==> config.mk <==
export PLATFORM = sky130hd
export DESIGN_NAME = nsc_coord_map
export DESIGN_NICKNAME = d
export VERILOG_FILES = /design/src/nsc_pkg.sv /design/src/nsc_coord_map.sv
export SDC_FILE = /design/constraint.sdc
export NUM_CORES = 1
export LEC_CHECK = 0
export CORE_MARGIN = 2
export CORE_UTILIZATION = 55
export DETAILED_ROUTE_END_ITERATION = 12
export DONT_BUFFER_PORTS = 1
export GPL_TIMING_DRIVEN = 0
export PLACE_DENSITY = 0.73
export SLEW_MARGIN = 10
export SYNTH_ARGS = -nofsm -noshare
export SYNTH_HDL_FRONTEND = slang
export SYNTH_SLANG_ARGS = --single-unit
==> constraint.sdc <==
create_clock -name clk_i -period 6.8 [get_ports clk_i]
set_input_delay 0.68 -clock clk_i [delete_from_list [all_inputs] [get_ports clk_i]]
set_output_delay 0.68 -clock clk_i [all_outputs]
set_load 0.05 [all_outputs]
==> src/nsc_pkg.sv <==
// Shared types, constants and helper functions of the nearest-neighbor scaler.
`default_nettype none

package nsc_pkg;

  // Frame store geometry
  localparam int FrameAw = 20;

  // Default size limits of the source frame
  localparam int MaxSourceWidthDef  = 1024;
  localparam int MaxSourceHeightDef = 1024;

  // Configuration port
  localparam int ApbAw = 5;
  localparam int ApbDw = 32;

  // Field widths
  localparam int DimW   = 11;
  localparam int IdxW   = 12;
  localparam int ProdW  = 46;
  localparam int SumW   = 47;
  localparam int CoordW = 30;
  localparam int CoordShift = 17;

  // Color conversion
  localparam int ColorW     = 28;
  localparam int ColorFracW = 16;
  localparam logic signed [8:0] ChromaOffset = 9'sd128;
  localparam logic signed [ColorW-1:0] CoefRCr = 28'sd91991;
  localparam logic signed [ColorW-1:0] CoefGCb = 28'sd22552;
  localparam logic signed [ColorW-1:0] CoefGCr = 28'sd46801;
  localparam logic signed [ColorW-1:0] CoefBCb = 28'sd116130;

  // Register reset values
  localparam logic [DimW-1:0]   SourceWidthRst  = 11'd1024;
  localparam logic [DimW-1:0]   SourceHeightRst = 11'd1024;
  localparam logic signed [31:0] OriginRst = 32'sd0;
  localparam logic signed [31:0] StepRst   = 32'sd65536;

  typedef enum logic [2:0] {
    RegSourceWidth  = 3'd0,
    RegSourceHeight = 3'd1,
    RegOriginX      = 3'd2,
    RegOriginY      = 3'd3,
    RegStepX        = 3'd4,
    RegStepY        = 3'd5
  } reg_addr_e;

  typedef struct packed {
    logic [7:0] luma;
    logic [7:0] cr;
    logic [7:0] cb;
  } pix_t;

  // One item as it travels down the pipeline
  typedef struct packed {
    logic               vld;
    logic               req;
    logic [FrameAw-1:0] idx;
    pix_t               pix;
  } carry_t;

  // Divide by 2^16 toward zero, then saturate to a byte
  function automatic logic [7:0] div_sat(input logic signed [ColorW-1:0] s);
    logic signed [ColorW-1:0] q;
    logic                     fix;
    fix = s[ColorW-1] && (|s[ColorFracW-1:0]);
    q = (s >>> ColorFracW) + $signed({{(ColorW-1){1'b0}}, fix});
    if (q[ColorW-1]) begin
      div_sat = 8'd0;
    end else if (q > ColorW'(255)) begin
      div_sat = 8'd255;
    end else begin
      div_sat = q[7:0];
    end
  endfunction

endpackage

`default_nettype wire

==> src/nsc_coord_map.sv <==
// Three-stage Q16.16 coordinate mapper: origin + (2*index+1)*step/2, toward zero.
`default_nettype none

module nsc_coord_map (
  input  wire logic                              clk_i,
  input  wire logic                              en_i,
  input  wire logic        [nsc_pkg::IdxW-1:0]   index_i,
  input  wire logic signed [31:0]                origin_i,
  input  wire logic signed [31:0]                step_i,
  output logic      signed [nsc_pkg::CoordW-1:0] coord_o
);

  logic signed [nsc_pkg::IdxW+1:0]   odd;
  logic signed [nsc_pkg::ProdW-1:0]  prod_d, prod_q;
  logic signed [nsc_pkg::SumW-1:0]   origin2;
  logic signed [nsc_pkg::SumW-1:0]   sum_d, sum_q;
  logic signed [nsc_pkg::CoordW-1:0] quot;
  logic                              fix;
  logic signed [nsc_pkg::CoordW-1:0] coord_d;

  // Odd multiple of the half step
  assign odd    = $signed({1'b0, index_i, 1'b1});
  assign prod_d = odd * step_i;

  // Add twice the origin, all in units of 2^-17
  assign origin2 = $signed({{(nsc_pkg::SumW-33){origin_i[31]}}, origin_i, 1'b0});
  assign sum_d   = nsc_pkg::SumW'(prod_q) + origin2;

  // Shift down and round negative fractions toward zero
  assign quot    = nsc_pkg::CoordW'(sum_q >>> nsc_pkg::CoordShift);
  assign fix     = sum_q[nsc_pkg::SumW-1] && (|sum_q[nsc_pkg::CoordShift-1:0]);
  assign coord_d = quot + $signed({{(nsc_pkg::CoordW-1){1'b0}}, fix});

  // Advance all stages together
  always_ff @(posedge clk_i) begin
    if (en_i) begin
      prod_q  <= prod_d;
      sum_q   <= sum_d;
      coord_o <= coord_d;
    end
  end

endmodule

`default_nettype wire

==> metrics, run 1 <==
Top cell by count, worst path=fa_1; Worst Path Max Fanout=10; initial antenna violation count=0; fin nets=2,855; CP Data Required Time=6.98 ns; height of the die=201 um; Final period util=around 97%; most frequent cell after synthesis=inv_1; clk slew on worst S/H paths=approximately 0.05 ns; crit end category=register; Max clock buf depth=2; antenna cells=0; die width=201 um; largest area contributor in the netlist=fa_1; Synth Area per Inst=9.57 sq um; Total GRT Usage=27.0%; GP Congestion=0.961; maximum capacitance violations=0; final worst slack=0.199 ns; dominant cells by area after synthesis=fa_1 36%, edfxtp_1 17%, ha_1 9.0%; Yosys warnings=0; CP Cell Sequence=clkbuf_1 > and2_1 > fa_1 > fa_1 > fa_1 > fa_1 > fa_1 > inv_1 > fa_1 > inv_1 > ha_1 > nand2_1 > nor4_2 > a31oi_1 > a21oi_2 > nor2b_1 > o21ai_1 > a21o_1 > nor4_1 > a2111oi_1; vias per std cell=around 5.4; worst skew pair latency=roughly 0.42 ns; CP arrival=roughly 6.8 ns; slowest stage cell, crit path=fa_1; Core Util, Final=58.9%; ys flop type=edfxtp_1; Initial Utilization=55.4%; Crit Path Class=in2reg; Final Hold Fails=0; hold wc startpoint=step_i[0]; Seq/Total Area, Yosys=17.3%; row count=around 70; setup tns final=0 ns; Post-synth EDFFs=roughly 120; status=finished, final reports clean; fill count=roughly 3,200; #FFs+latches synth=about 120; RR Startpoint=prod_q[1]$_DFFE_PP_; DR vias=15,000; H-tree Lvls=4; synthesized area=21,300 sq um; Syn Inst Count=2,226; count of cell types in the netlist=63; WL/cell=between 15 and 20 um; Syn-to-layout area delta=6.44%; Multi-input gate area=15,600 sq um; crit path from=index_i[7]; top cell type's share of synthesized area=35.6%; clock skew=0.00777 ns; CTS Buf Count=17; share of layout cells above drive strength 1=4.56%; HP Class=in2reg; flop2flop setup slack=between 3 and 4 ns; Async SR Flop Fraction=0%; Ports=about 110; Final Hold Slack=0.362 ns; crit start category=input pin; # setup viols final=0; Slew Viols, Final=0; Pre-Repair DR Iteration Count=5; Seq. cell area=3690 sq um; final wirelength=51,700 um; Least-Margin Pin Slew=0.864 ns; DR iter-0 viols=around 800; Fmax=0.151 GHz; vias in the first global route=approximately 16,000; DRC=0; antenna-violating nets left=0; largest net degree at the start of global routing=between 100 and 150; global-route wire length before repair=between 80,000 and 90,000 um; min Tclk post-route=6.60 ns; clock root buffer=clkbuf_16; relative slew slack=approximately 42%; CTS tree=built; clock tree sinks=123; dpl hpwl=42,300 um; slowest stage delay, CP=0.59 ns; die area=40,300 sq um; grt ovf=0; commonest cells in the netlist=468 x inv_1, 379 x fa_1, 244 x nand2_1; syn nets=2,836; Setup WS pre-CTS=-0.598 ns; Core ar.=between 30,000 and 40,000 sq um; I/O Buffers=0
## kinds of logic (layout without fill, tap and decap cells)
kind of cell	count (synthesis)	count (layout)	synth area share [%]
and+or+nand+nor	627	627	15.0
buffers and inverters	554	586	9.76
adders and majority gates	532	532	44.6
AOI/OAI and AO/OA	273	273	8.45
DFF	123	123	17.3
xor gates and xnor gates	114	114	4.69
muxes	3	3	0.141
## critical path, delay by kind of cell
family / cells / cell delay [ns]
and+or+nand+nor: 5 / 0.94
buffers and inverters: 3 / 0.54
adders and majority gates: 7 / 3.33
AOI/OAI and AO/OA: 5 / 1.27
## sequential cells by signal, indices dropped and copies added, names as in the netlist
| signal | count |
|---|---|
| coord_o | 30 |
| sum_q | 47 |
| prod_q | 46 |
## cells in the final DEF, fill, tap and decap left out, types with 40 or more instances in the layout
master	n
a21o_1	49
a21oi_1	81
and2_1	211
clkbuf_2	49
edfxtp_1	123
fa_1	379
ha_1	152
inv_1	468
nand2_1	244
nor2_1	50
xnor2_1	74
xor2_1	40
## layer usage
layer  track usage (%)  vias up  wire [um]
met5                 0        -          0
met4              9.74        0       1660
met3              6.09       78       4130
met2              43.7      539      23900
met1              36.1     7380      22000
li1                  -     7012          -
## cell type report
| cell class | instances | share of cell area, % |
|---|---|---|
| buffer | 85 | 1.68 |
| clock buffer | 17 | 1.88 |
| clock inverter | 15 | 0.872 |
| inverter | 468 | 7.75 |
| multi-input combinational | 1549 | 68.6 |
| sequential | 123 | 16.3 |
| tap | 518 | 2.86 |
| timing repair buffer | 1 | 0.0331 |
## through the flow
stage | instances | instance area [sq um]
after floorplan | 2226 | 21300
after global placement | 2744 | 21900
after detailed placement | 2744 | 21900
after CTS | 2776 | 22600
after global routing | 2776 | 22700
final | 2776 | 22700
## path summary, 6_finish.rpt
| kind | end | cells after the start |
|---|---|---|
| max | prod_q[43]$_DFFE_PP_ | 20 |
| min reg2reg | sum_q[0]$_DFFE_PP_ | 0 |
| min | prod_q[0]$_DFFE_PP_ | 0 |
| max reg2reg | sum_q[37]$_DFFE_PP_ | 12 |
## repair_timing
item	CTS	global route
setup endpoints to repair	4	10
hold buffers	0	0
pin swaps	0	4
resized for setup	20	68
setup buffers	0	1
Power of run 1 is not shown: default switching activity piles up to over one toggle a cycle in this logic, so the estimate is an artifact.
==> run 2: changes to the inputs <==
Settings changed: CTS_BUF_LIST set to sky130_fd_sc_hd__clkbuf_8.
==> run 2 against run 1 <==
Die area stayed put. Sequential cell count stayed put. Largest cell class unchanged. Via count hardly changed. Highest routed layer unchanged. First-iteration DRC count is 7.5% lower. Non-clock buffer count stayed put. Maximum frequency is 0.11% higher. Critical path depth is 2 higher. Global-route usage is 0.16 points lower.
==> metrics, run 2 (synthesis gave the netlist of run 1 again) <==
max FFs per register=47; CP Cell Sequence=clkbuf_2 > and2_1 > fa_1 > inv_1 > fa_1 > inv_1 > fa_1 > fa_1 > fa_1 > inv_1 > fa_1 > inv_1 > ha_1 > nand2_1 > or3b_1 > a41o_1 > o21ai_1 > a31oi_4 > o31ai_4 > a41o_1 > a21oi_1 > nand4b_1; I/O Buffers=0; DR vias=15,000; maximum capacitance violations=0; Least-Margin Pin Slew=0.865 ns; Syn-to-layout area delta=5.48%; final worst slack=0.206 ns; Slew Viols, Final=0; status=finished, final reports clean; CP arrival=6.78 ns; Largest Register=sum_q; min Tclk post-route=roughly 6.6 ns; Setup WS pre-CTS=-0.598 ns; initial antenna violation count=0; cell family with most CP delay=adder cells; largest net degree at the start of global routing=124; Ports=108; Final Hold Slack=approximately 0.34 ns; Max clock buf depth=2; crit start category=input pin; Initial Utilization=55.4%; share of layout cells above drive strength 1=about 4.3%; relative slew slack=42.2%; row count=between 70 and 80; vias per std cell=around 5.4; most frequent cells in the layout=468 x inv_1, 379 x fa_1, 244 x nand2_1, 211 x and2_1, 152 x ha_1; Seq. cell area=3690 sq um; clk slew on worst S/H paths=0.07 ns; Fmax=roughly 0.15 GHz; most common cell after layout, fill and taps aside=inv_1; DRC=0; die area=about 40,000 sq um; height of the die=201 um; CTS Buf Count=17; slowest stage delay, CP=0.58 ns; final wirelength=just over 50,000 um; Finished Cell Area=22,500 sq um; crit end category=register; # setup viols final=0; Largest regs=sum_q (47), prod_q (46), coord_o (30); Core ar.=38,500 sq um; dpl hpwl=42,300 um; global-route wire length before repair=approximately 84,000 um; clock root buffer=clkbuf_8; Final period util=97.0%; Multi-input gate area=15,600 sq um; fill count=3,245; slowest stage cell, crit path=fa_1; GP Congestion=0.961; fin nets=2,855; worst skew pair latency=0.44 ns; antenna-violating nets left=0; Total GRT Usage=26.9%; Worst Path Max Fanout=10; Buf+Inv Stages, Crit Path=5; grt ovf=0; WL/cell=18.5 um; CP Data Required Time=6.98 ns; vias in the first global route=~16,000; CTS tree=built; Pre-Repair DR Iteration Count=5; Top cell by count, worst path=fa_1; Final Hold Fails=0; DR iter-0 viols=742; Crit Path Class=in2reg; placed cell area=between 20,000 and 25,000 sq um; die width=201 um; HP Class=in2reg; clock skew=roughly 0.0089 ns; clock tree sinks=123; H-tree Lvls=4
[run 2: final cells by class]
cell class	count	share of cell area, %
multi-input combinational	1549	69.2
sequential	123	16.4
inverter	468	7.82
tap	518	2.88
buffer	85	1.68
clock buffer	17	1.04
clock inverter	15	0.880
timing repair buffer	1	0.0334
antenna	1	0.0111
[run 2: routing by layer]
layer  vias up  share of wire (%)  global-route usage [%]
li1       7002                  -                       -
met1      7360                 42                    36.3
met2       574                 47                    44.0
met3        72                8.2                    5.28
met4         0                3.0                    8.44
met5         -                  0                       0
[run 2: worst paths after layout]
path                        from                    to  slack [ns]  cells after the start
max                   index_i[3]  prod_q[44]$_DFFE_PP_        0.21                     22
min                    step_i[0]   prod_q[0]$_DFFE_PP_        0.34                      0
max reg2reg  prod_q[1]$_DFFE_PP_   sum_q[37]$_DFFE_PP_        3.49                     12
min reg2reg  prod_q[0]$_DFFE_PP_    sum_q[0]$_DFFE_PP_        0.44                      0
[run 2: worst reg2reg max path, delay by kind of cell (launching register included)]
family,cells,cell delay [ns]
buf+inv,1,0.06
flops,1,0.34
simple gates,1,0.18
compound gates,7,1.76
fa+ha+maj,2,0.58
xor+xnor,1,0.13
[run 2: what timing repair did]
action,4_1_cts,5_1_grt
resized for setup,11,76
hold buffers,0,0
pin swaps,0,2
buffers inserted,0,1
setup endpoints to repair,4,9
[run 2: stage by stage]
step / instances / utilization (%) / TNS (ns)
finish: 2777 / 58.4 / 0
global route: 2776 / 58.4 / -0.0440
CTS: 2776 / 58.2 / 0
detailed placement: 2744 / 57.1 / -4.64
global placement: 2744 / 57.1 / -3.41
floorplan: 2226 / - / 0
Power of run 2 is left out for the same reason.
